### src/rtl/hcbp_pkg.sv
`default_nettype none

package hcbp_pkg;

   // Request command codes.
   typedef enum logic [1:0] {
      CMD_LOAD   = 2'd0,
      CMD_ENCODE = 2'd1,
      CMD_FLUSH  = 2'd2,
      CMD_NONE   = 2'd3
   } hcbp_cmd_type;

   // Width of the block size register and of the byte position within a block.
   localparam int unsigned SIZE_W = 13;
   localparam logic [SIZE_W-1:0] BLOCK_SIZE_RESET = 13'd4096;

   // Code entry layout.
   localparam int unsigned ENTRY_W = 16;
   localparam logic [3:0] MAX_LEN = 4'd12;

   // One result item.
   typedef struct packed {
      logic [7:0]  out_byte;
      logic        byte_valid;
      logic        block_end;
      logic        done_res;
      logic [15:0] pad_bits;
      logic [31:0] block_count;
   } hcbp_result_type;

   // Results produced by the stream stage in one cycle (zero to two).
   typedef struct packed {
      logic [1:0]      count;
      hcbp_result_type first;
      hcbp_result_type second;
   } hcbp_push_type;

endpackage

`default_nettype wire

### src/rtl/hcbp_if.sv
`default_nettype none

// Request channel: one command with its operands.
interface hcbp_req_if;
   logic        valid;
   logic        ready;
   logic [1:0]  command;
   logic [7:0]  table_index;
   logic [15:0] table_entry;
   logic [7:0]  data_byte;

   modport source (output valid, command, table_index, table_entry, data_byte,
                   input ready);
   modport sink   (input valid, command, table_index, table_entry, data_byte,
                   output ready);
endinterface

// Result channel: one output byte or the flush summary.
interface hcbp_rsp_if;
   logic        valid;
   logic        ready;
   logic [7:0]  out_byte;
   logic        byte_valid;
   logic        block_end;
   logic        done_res;
   logic [15:0] pad_bits;
   logic [31:0] block_count;

   modport source (output valid, out_byte, byte_valid, block_end, done_res, pad_bits,
                   block_count, input ready);
   modport sink   (input valid, out_byte, byte_valid, block_end, done_res, pad_bits,
                   block_count, output ready);
endinterface

// Configuration write channel: the block size register.
interface hcbp_csr_if;
   logic        valid;
   logic        ready;
   logic [12:0] block_size;

   modport source (output valid, block_size, input ready);
   modport sink   (input valid, block_size, output ready);
endinterface

`default_nettype wire

### src/rtl/hcbp_ram.sv
`default_nettype none

module hcbp_ram #(
   parameter int unsigned WIDTH = 16,
   parameter int unsigned DEPTH = 256
) (
   input  wire logic                     clock,
   input  wire logic                     wr_en,
   input  wire logic [$clog2(DEPTH)-1:0] wr_addr,
   input  wire logic [WIDTH-1:0]         wr_data,
   input  wire logic                     rd_en,
   input  wire logic [$clog2(DEPTH)-1:0] rd_addr,
   output logic      [WIDTH-1:0]         rd_data
);

   logic [WIDTH-1:0] mem_ff [DEPTH];
   logic [WIDTH-1:0] rd_data_ff;

   // One write port and one registered read port.
   always_ff @(posedge clock) begin
      if (wr_en) begin
         mem_ff[wr_addr] <= wr_data;
      end
      if (rd_en) begin
         rd_data_ff <= mem_ff[rd_addr];
      end
   end

   assign rd_data = rd_data_ff;

endmodule

`default_nettype wire

### src/rtl/hcbp_stream.sv
`default_nettype none

module hcbp_stream #(
   parameter int unsigned MAX_BLOCK = 4096
) (
   input  wire logic                            clock,
   input  wire logic                            reset,
   input  wire logic                            issue_valid,
   input  wire logic                            issue_flush,
   output logic                                 issue_ready,
   input  wire logic [hcbp_pkg::ENTRY_W-1:0]    entry,
   input  wire logic [hcbp_pkg::SIZE_W-1:0]     block_size,
   input  wire logic [1:0]                      free_slots,
   output hcbp_pkg::hcbp_push_type              push
);

   import hcbp_pkg::*;

   // Stage holding the request whose table entry is on the RAM output.
   logic s1_valid_ff, s1_valid_in;
   logic s1_flush_ff, s1_flush_in;

   // Stream state.
   logic [6:0]        pending_ff, pending_in;
   logic [2:0]        count_ff, count_in;
   logic [SIZE_W-1:0] pos_ff, pos_in;
   logic [31:0]       blocks_ff, blocks_in;

   logic [SIZE_W-1:0] size;
   logic [3:0]        len;
   logic [11:0]       code;
   logic [18:0]       acc;
   logic [4:0]        total;
   logic [1:0]        needed;
   logic              fire;
   logic [SIZE_W-1:0] pos_a, pos_b, pos_c, pos_clamp;
   logic              end_a, end_b;
   logic [31:0]       blocks_a;
   logic              nonempty;
   hcbp_result_type   res_a, res_b;

   // Effective block size: zero acts as one, large values clamp.
   always_comb begin
      size = block_size;
      if (block_size == '0) begin
         size = SIZE_W'(1);
      end else if (32'(block_size) > MAX_BLOCK) begin
         size = SIZE_W'(MAX_BLOCK);
      end
   end

   // Code extraction and bit accumulation.
   always_comb begin
      len   = (entry[3:0] > MAX_LEN) ? MAX_LEN : entry[3:0];
      code  = entry[15:4] & ~(12'hFFF << len);
      acc   = ({12'b0, pending_ff} << len) | {7'b0, code};
      total = {2'b0, count_ff} + {1'b0, len};
   end

   // Byte position and block tracking for up to two completed bytes.
   always_comb begin
      pos_a    = pos_ff + SIZE_W'(1);
      end_a    = (pos_a >= size);
      pos_b    = end_a ? '0 : pos_a;
      blocks_a = end_a ? blocks_ff + 32'd1 : blocks_ff;
      pos_c    = pos_b + SIZE_W'(1);
      end_b    = (pos_c >= size);
      nonempty = (pos_ff != '0) || (count_ff != '0);
      pos_clamp = (pos_ff < size) ? pos_ff : size;
   end

   // Result items and the number of queue slots they need.
   always_comb begin
      res_a = '0;
      res_b = '0;
      needed = 2'd0;
      if (s1_flush_ff) begin
         needed = 2'd1;
         res_a.done_res = 1'b1;
         if (nonempty) begin
            res_a.out_byte    = 8'({1'b0, pending_ff} << (4'd8 - {1'b0, count_ff}));
            res_a.byte_valid  = (count_ff != '0);
            res_a.pad_bits    = {(size - pos_clamp), 3'b0} - {13'b0, count_ff};
            res_a.block_count = blocks_ff + 32'd1;
         end else begin
            res_a.block_count = blocks_ff;
         end
      end else begin
         if (total >= 5'd16) begin
            needed = 2'd2;
         end else if (total >= 5'd8) begin
            needed = 2'd1;
         end
         res_a.out_byte   = 8'(acc >> (total - 5'd8));
         res_a.byte_valid = 1'b1;
         res_a.block_end  = end_a;
         res_b.out_byte   = 8'(acc >> (total - 5'd16));
         res_b.byte_valid = 1'b1;
         res_b.block_end  = end_b;
      end
   end

   assign fire        = s1_valid_ff && (needed <= free_slots);
   assign issue_ready = !s1_valid_ff || fire;

   always_comb begin
      push.count  = fire ? needed : 2'd0;
      push.first  = res_a;
      push.second = res_b;
   end

   // Next state of the stage and of the stream.
   always_comb begin
      s1_valid_in = s1_valid_ff;
      s1_flush_in = s1_flush_ff;
      pending_in  = pending_ff;
      count_in    = count_ff;
      pos_in      = pos_ff;
      blocks_in   = blocks_ff;
      if (issue_ready) begin
         s1_valid_in = issue_valid;
         s1_flush_in = issue_flush;
      end
      if (fire) begin
         if (s1_flush_ff) begin
            pending_in = '0;
            count_in   = '0;
            pos_in     = '0;
            blocks_in  = '0;
         end else begin
            count_in   = total[2:0];
            pending_in = 7'(acc) & ~(7'h7F << total[2:0]);
            case (needed)
               2'd1: begin
                  pos_in    = pos_b;
                  blocks_in = blocks_a;
               end
               2'd2: begin
                  pos_in    = end_b ? '0 : pos_c;
                  blocks_in = end_b ? blocks_a + 32'd1 : blocks_a;
               end
               default: begin
                  pos_in    = pos_ff;
                  blocks_in = blocks_ff;
               end
            endcase
         end
      end
   end

   always_ff @(posedge clock) begin
      if (reset) begin
         s1_valid_ff <= 1'b0;
         s1_flush_ff <= 1'b0;
         pending_ff  <= '0;
         count_ff    <= '0;
         pos_ff      <= '0;
         blocks_ff   <= '0;
      end else begin
         s1_valid_ff <= s1_valid_in;
         s1_flush_ff <= s1_flush_in;
         pending_ff  <= pending_in;
         count_ff    <= count_in;
         pos_ff      <= pos_in;
         blocks_ff   <= blocks_in;
      end
   end

endmodule

`default_nettype wire

### src/rtl/hcbp_out_queue.sv
`default_nettype none

module hcbp_out_queue (
   input  wire logic                    clock,
   input  wire logic                    reset,
   input  wire hcbp_pkg::hcbp_push_type push,
   output logic [1:0]                   free_slots,
   hcbp_rsp_if.source                   rsp
);

   import hcbp_pkg::*;

   hcbp_result_type head_ff, head_in;
   hcbp_result_type tail_ff, tail_in;
   logic [1:0]      cnt_ff, cnt_in;
   logic [1:0]      cnt_left;
   logic            pop;

   assign pop        = rsp.valid && rsp.ready;
   assign free_slots = 2'd2 - cnt_ff + {1'b0, pop};

   // Pop first, then append up to two new results behind what is left.
   always_comb begin
      head_in  = head_ff;
      tail_in  = tail_ff;
      cnt_left = cnt_ff;
      if (pop) begin
         head_in  = tail_ff;
         cnt_left = cnt_ff - 2'd1;
      end
      if (push.count != 2'd0) begin
         if (cnt_left == 2'd0) begin
            head_in = push.first;
         end else begin
            tail_in = push.first;
         end
      end
      if (push.count == 2'd2) begin
         tail_in = push.second;
      end
      cnt_in = cnt_left + push.count;
   end

   always_ff @(posedge clock) begin
      if (reset) begin
         cnt_ff <= '0;
      end else begin
         cnt_ff <= cnt_in;
      end
      head_ff <= head_in;
      tail_ff <= tail_in;
   end

   assign rsp.valid       = (cnt_ff != 2'd0);
   assign rsp.out_byte    = head_ff.out_byte;
   assign rsp.byte_valid  = head_ff.byte_valid;
   assign rsp.block_end   = head_ff.block_end;
   assign rsp.done_res    = head_ff.done_res;
   assign rsp.pad_bits    = head_ff.pad_bits;
   assign rsp.block_count = head_ff.block_count;

endmodule

`default_nettype wire

### src/rtl/huffman_code_bit_packer.sv
`default_nettype none

// Channel   Direction  Payload
// req       in         command, table_index, table_entry, data_byte
// rsp       out        out_byte, byte_valid, block_end, done_res, pad_bits, block_count
// csr       in         block_size (always ready)
//
// A request is taken every cycle while the result port keeps up. That port moves one
// result per cycle, so a request that completes two bytes waits until the two-entry
// result queue has room for both. An accepted request is registered in the stream
// stage while the code table RAM is read, and the stage uses the registered entry in
// the next cycle; its results are then registered in the queue that feeds rsp.
// Reset clears the stream state and result queue; the code table is not cleared.
// A stalled result port backs up into the request channel once the queue lacks room.

module huffman_code_bit_packer #(
   parameter int unsigned TABLE_ENTRIES = 256,
   parameter int unsigned MAX_BLOCK     = 4096
) (
   input wire logic   clock,
   input wire logic   reset,
   hcbp_req_if.sink   req,
   hcbp_rsp_if.source rsp,
   hcbp_csr_if.sink   csr
);

   import hcbp_pkg::*;

   localparam int unsigned ADDR_W = $clog2(TABLE_ENTRIES);

   logic [SIZE_W-1:0]  block_size_ff;
   logic               accept;
   logic               do_load, do_encode, do_flush;
   logic               issue_ready;
   logic [ENTRY_W-1:0] entry;
   logic [1:0]         free_slots;
   hcbp_push_type      push;

   // Block size register.
   assign csr.ready = 1'b1;
   always_ff @(posedge clock) begin
      if (reset) begin
         block_size_ff <= BLOCK_SIZE_RESET;
      end else if (csr.valid) begin
         block_size_ff <= csr.block_size;
      end
   end

   // Command decode at acceptance.
   assign req.ready = issue_ready;
   assign accept    = req.valid && req.ready;
   always_comb begin
      do_load   = 1'b0;
      do_encode = 1'b0;
      do_flush  = 1'b0;
      unique case (hcbp_cmd_type'(req.command))
         CMD_LOAD:   do_load   = accept;
         CMD_ENCODE: do_encode = accept;
         CMD_FLUSH:  do_flush  = accept;
         default:    do_load   = 1'b0;
      endcase
   end

   // Code table.
   hcbp_ram #(
      .WIDTH (ENTRY_W),
      .DEPTH (TABLE_ENTRIES)
   ) u_table (
      .clock   (clock),
      .wr_en   (do_load),
      .wr_addr (req.table_index[ADDR_W-1:0]),
      .wr_data (req.table_entry),
      .rd_en   (do_encode),
      .rd_addr (req.data_byte[ADDR_W-1:0]),
      .rd_data (entry)
   );

   // Bit packing and block accounting.
   hcbp_stream #(
      .MAX_BLOCK (MAX_BLOCK)
   ) u_stream (
      .clock       (clock),
      .reset       (reset),
      .issue_valid (do_encode || do_flush),
      .issue_flush (do_flush),
      .issue_ready (issue_ready),
      .entry       (entry),
      .block_size  (block_size_ff),
      .free_slots  (free_slots),
      .push        (push)
   );

   // Result queue toward the response channel.
   hcbp_out_queue u_queue (
      .clock      (clock),
      .reset      (reset),
      .push       (push),
      .free_slots (free_slots),
      .rsp        (rsp)
   );

endmodule

`default_nettype wire

### src/flat_wrapper.sv
// flat-port wrapper written by rule: the top's interface ports become plain ports
module huffman_code_bit_packer_flat import hcbp_pkg::*;
#(
   parameter int unsigned TABLE_ENTRIES = 256,
   parameter int unsigned MAX_BLOCK     = 4096
)
  (clock, reset, req_valid, req_command, req_table_index, req_table_entry, req_data_byte, req_ready, rsp_valid, rsp_out_byte, rsp_byte_valid, rsp_block_end, rsp_done_res, rsp_pad_bits, rsp_block_count, rsp_ready, csr_valid, csr_block_size, csr_ready);
  hcbp_req_if req_i ();
  hcbp_rsp_if rsp_i ();
  hcbp_csr_if csr_i ();
  input wire logic clock;
  input wire logic reset;
  input wire logic [$bits(req_i.valid)-1:0] req_valid;
  input wire logic [$bits(req_i.command)-1:0] req_command;
  input wire logic [$bits(req_i.table_index)-1:0] req_table_index;
  input wire logic [$bits(req_i.table_entry)-1:0] req_table_entry;
  input wire logic [$bits(req_i.data_byte)-1:0] req_data_byte;
  output wire logic [$bits(req_i.ready)-1:0] req_ready;
  output wire logic [$bits(rsp_i.valid)-1:0] rsp_valid;
  output wire logic [$bits(rsp_i.out_byte)-1:0] rsp_out_byte;
  output wire logic [$bits(rsp_i.byte_valid)-1:0] rsp_byte_valid;
  output wire logic [$bits(rsp_i.block_end)-1:0] rsp_block_end;
  output wire logic [$bits(rsp_i.done_res)-1:0] rsp_done_res;
  output wire logic [$bits(rsp_i.pad_bits)-1:0] rsp_pad_bits;
  output wire logic [$bits(rsp_i.block_count)-1:0] rsp_block_count;
  input wire logic [$bits(rsp_i.ready)-1:0] rsp_ready;
  input wire logic [$bits(csr_i.valid)-1:0] csr_valid;
  input wire logic [$bits(csr_i.block_size)-1:0] csr_block_size;
  output wire logic [$bits(csr_i.ready)-1:0] csr_ready;
  assign req_i.valid = req_valid;
  assign req_i.command = req_command;
  assign req_i.table_index = req_table_index;
  assign req_i.table_entry = req_table_entry;
  assign req_i.data_byte = req_data_byte;
  assign req_ready = req_i.ready;
  assign rsp_valid = rsp_i.valid;
  assign rsp_out_byte = rsp_i.out_byte;
  assign rsp_byte_valid = rsp_i.byte_valid;
  assign rsp_block_end = rsp_i.block_end;
  assign rsp_done_res = rsp_i.done_res;
  assign rsp_pad_bits = rsp_i.pad_bits;
  assign rsp_block_count = rsp_i.block_count;
  assign rsp_i.ready = rsp_ready;
  assign csr_i.valid = csr_valid;
  assign csr_i.block_size = csr_block_size;
  assign csr_ready = csr_i.ready;
  huffman_code_bit_packer #(.TABLE_ENTRIES(TABLE_ENTRIES), .MAX_BLOCK(MAX_BLOCK)) u_core (.clock(clock), .reset(reset), .req(req_i), .rsp(rsp_i), .csr(csr_i));
endmodule
### config.mk
export PLATFORM = sky130hd
export DESIGN_NAME = huffman_code_bit_packer_flat
export DESIGN_NICKNAME = d
export VERILOG_FILES = /design/src/rtl/hcbp_pkg.sv /design/src/rtl/hcbp_if.sv /design/src/rtl/hcbp_ram.sv /design/src/rtl/hcbp_stream.sv /design/src/rtl/hcbp_out_queue.sv /design/src/rtl/huffman_code_bit_packer.sv /design/src/flat_wrapper.sv
export SDC_FILE = /design/constraint.sdc
export NUM_CORES = 2
export LEC_CHECK = 0
export BUFFER_PORTS_ARGS = -buffer_cell sky130_fd_sc_hd__buf_2
export CAP_MARGIN = 10
export CORE_MARGIN = 2
export CORE_UTILIZATION = 40
export DETAILED_ROUTE_END_ITERATION = 8
export HOLD_SLACK_MARGIN = 0.1
export PLACE_DENSITY_LB_ADDON = 0.08
export SYNTH_ARGS = -nofsm -noshare
export SYNTH_HDL_FRONTEND = slang
export SYNTH_HIERARCHICAL = 1
export SYNTH_SLANG_ARGS = --single-unit
### constraint.sdc
create_clock -name clock -period 7.7 [get_ports clock]
set_clock_uncertainty 0.15 [all_clocks]
set_input_delay 2.31 -clock clock [delete_from_list [all_inputs] [get_ports clock]]
set_output_delay 2.31 -clock clock [all_outputs]
set_load 0.05 [all_outputs]
==> results.toml <==
[synthesis]
synth_top_area_share_pct = 71.8
synth_edf_count = 4171
ys.flop_type = "edfxtp_1"
ys_warn_count = 6
ys_async_sr_fraction_pct = 0
syn_area_per_cell_sq_um = 19.0
yosys-top-cells-area = "edfxtp_1, mux4_2, mux2i_1"
synth_area_leader_cell = "edfxtp_1"
syn_inst = 9172
synth-seq-cells = 4302
synth_area_sq_um = 174000
synthDistinctLibCells = 105
yosysSeqAreaShare_pct = 73.3

[floorplan]
die_y_um = 664
die_area_sq_um = 441000
die_x_um = 664
num_io_pins = 114
start_util_pct = 40.2
fp.coreArea_sq_um = 434000
rows = 242

[sta]
worst_pin_slew_ns = 1.32
fin_crit_sh_pct = 94.9
setup_viol = 0
fmax_mhz = 137
fin_ws_ns = 0.397
timing.final.crit_period_ns = 7.30
finalHoldViolCount = 0
report.final.slew_viol_count = 0
slew_headroom_pct = 12.3
rsz0062_at_grt = "false"
finalSetupTns_ns = 0

[layout]
drive_gt1_share_pct = 25.7
finalNetCount = 9883
area_delta_synth_final_pct = 14.4
nFillCells = 36900

[power]
pwr-share-comb_pct = 8.0
p_int_mw = 40.0
seqPwrFrac_pct = 49.8
p_total_mw = 52.2
switching_power_mw = 12.2
p_sw_share_pct = 23.3
ir_drop_mv = 0.238
cellPowerDensity_nw_per_um2 = 261
power_frac_clock_pct = 42.1
p_leak_nw = 64.4

[place]
gp_congestion = 0.862
hpwl_mm = 318
preCtsSetupSlack_ns = 0.466
port-buffer-count = 112

[worst_setup_path]
endpoint = "req_ready"
startpoint_type = "flop"
critPathKind = "reg -> out"
worstPathRequired_ns = 5.24
r2r_cells = 30
startpoint = "u_core/u_table/rd_data[2]"
r2r_start = "u_core/u_stream/pos_ff[3]"
cp_max_fo = 12
cp-end-kind = "primary output"
reg2reg_slack_ns = 0.40
r2r-end = "u_core/u_stream/blocks_ff[26]"
cp_data_arrival_time_ns = 4.84

[detailed_routing]
ant_nets = 0
firstDrtPassIters = 6
via_per_inst = 5.76
routedWlPerCell_um = 32.2
drc = 0
routed_wirelength_mm = 512
vias = 91600
drt_iter0_markers = 9483

[global_route]
grt_pass1_wl_mm = 720
grt_max_degree = 177
antenna_found_initial = 25
grt_usage_pct = 22.8
grt_pass1_vias = 91900
grt_overflow_total = 0

[run_status]
outcome = "complete, no violations"

[clock_tree]
cts.clk_slew.worst_paths_ns = 0.06
numCtsBuffers = 462
clock-sinks = 4302
htreeDepth = 5
clk_latency_ns = 1.02
ctsRootBufferMaster = "clkbuf_16"
cts_tree = "done"
clk_path_buf_depth = 4
holdBufCountCts = 0

[worst_hold_path]
hp-class = "reg -> reg"

[run]
maxCapViolCount = 0
[cell families after synthesis]
logic type,Yosys count,synth area share (%)
flops,4302,73.3
mux,1689,15.7
simple gates,1177,3.16
compound gates,1144,4.58
buf+inv,686,2.19
xor+xnor,102,0.536
fa+ha+maj,70,0.511
other cells,2,0.00431
[placed cells by master, fill, tap and decap left out, types with 68 or more instances in the layout]
cell       instances
mux2i_1          612
nor3_1           127
nor2_1           370
o22ai_1          164
edfxtp_1        4171
buf_4            525
ha_1              68
mux4_2           804
clkbuf_1          99
o21ai_0          115
nand3_1           85
dfxtp_1          131
clkbuf_16        466
a21oi_1          273
clkinv_2          92
buf_2             91
clkinv_1         112
mux2_2           262
o221ai_1         258
nor2_2           111
nand2_1          207
[worst min-delay path by stage]
stage / startpoint / endpoint / slack [ns] / depth (start not counted)
floorplan: u_core/u_stream/blocks_ff[31] / u_core/u_stream/blocks_ff[31] / 0.30 / 2
global placement: u_core/u_stream/blocks_ff[31] / u_core/u_stream/blocks_ff[31] / 0.35 / 2
detailed placement: u_core/u_stream/blocks_ff[31] / u_core/u_stream/blocks_ff[31] / 0.34 / 2
CTS: u_core/u_stream/blocks_ff[31] / u_core/u_stream/blocks_ff[31] / 0.35 / 2
global route: u_core/u_stream/blocks_ff[31] / u_core/u_stream/blocks_ff[31] / 0.37 / 2
finish: u_core/u_stream/blocks_ff[31] / u_core/u_stream/blocks_ff[31] / 0.35 / 2
[sequential cells by signal (all words and copies together) (netlist names), 2 cells and up]
register and cells:
u_core/u_table/mem_ff 4096, u_core/u_queue/tail_ff 59, u_core/u_queue/rsp.block_count 32, u_core/u_stream/blocks_ff 32
u_core/u_queue/rsp.pad_bits 16, u_core/u_table/rd_data 16, u_core/block_size_ff 13, u_core/u_stream/pos_ff 13
u_core/u_queue/rsp.out_byte 8, u_core/u_stream/pending_ff 7, u_core/u_stream/count_ff 3, u_core/u_queue/cnt_ff 2
[Yosys cell counts (all sizes together), types with 54 or more instances]
| master | count |
|---|---|
| a21oi | 275 |
| buf | 319 |
| nand3 | 97 |
| nand4 | 57 |
| o22ai | 164 |
| o221ai | 259 |
| nor2 | 482 |
| mux2i | 612 |
| nor3 | 131 |
| o21ai | 124 |
| xnor2 | 59 |
| mux4 | 804 |
| dfxtp | 131 |
| ha | 68 |
| nand2 | 209 |
| mux2 | 273 |
| inv | 64 |
| a22oi | 54 |
| clkbuf | 300 |
| edfxtp | 4171 |
[power groups by stage]
stage / clock [mW] / combinational [mW] / sequential (mW)
floorplan: 0 / 2.10 / 27.0
global placement: 0 / 4.21 / 26.5
detailed placement: 0 / 4.25 / 26.5
CTS: 22.5 / 4.26 / 26.0
global route: 23.3 / 4.45 / 26.0
finish: 22.0 / 4.19 / 26.0
[layer usage]
metal	wire length (um)	GRT usage, %
met4	15600	6.43
met5	47	0
met2	248000	37.6
met1	218000	31.5
met3	30000	3.42
[what timing repair did]
item,4_1_cts,5_1_grt
setup endpoints to repair,0,2
resized for setup,0,5
setup buffers,0,0
[per-stage QoR]
stage                     utilization, %  hold slack [ns]  instances  area, sq um
after floorplan                        -            0.296       9220       175000
after global placement              42.5            0.354      15000       185000
after detailed placement            42.5            0.341      15000       185000
after CTS                           45.9            0.350      15900       199000
after global routing                46.0            0.372      15900       200000
final                               46.0            0.348      15900       200000
[layout make-up]
cell class / count / area [sq um] / share of cell area (%)
antenna: 14 / 35.0 / 0.0176
timing repair buffer: 696 / 5900 / 2.96
tap: 5734 / 7170 / 3.60
clock inverter: 282 / 2870 / 1.44
inverter: 67 / 268 / 0.134
clock buffer: 571 / 12100 / 6.07
sequential: 4302 / 128000 / 64.1
multi-input combinational: 4232 / 43300 / 21.7
[worst max-delay path: stages, from the launching register on]
cell        delay (ns)
edfxtp_1          0.39
clkinvlp_4        0.23
o21ai_4           0.26
inv_2             0.16
ha_1              0.25
fa_1              0.49
a21o_1            0.23
nand2_2           0.27
ha_1              0.23
nand2_1           0.05
a21oi_1           0.32
ha_1              0.22
nor2b_1           0.04
o21ai_0           0.19
inv_1             0.07
nand2_1           0.14
buf_2             0.29
Power figures use the tool's default switching activity.
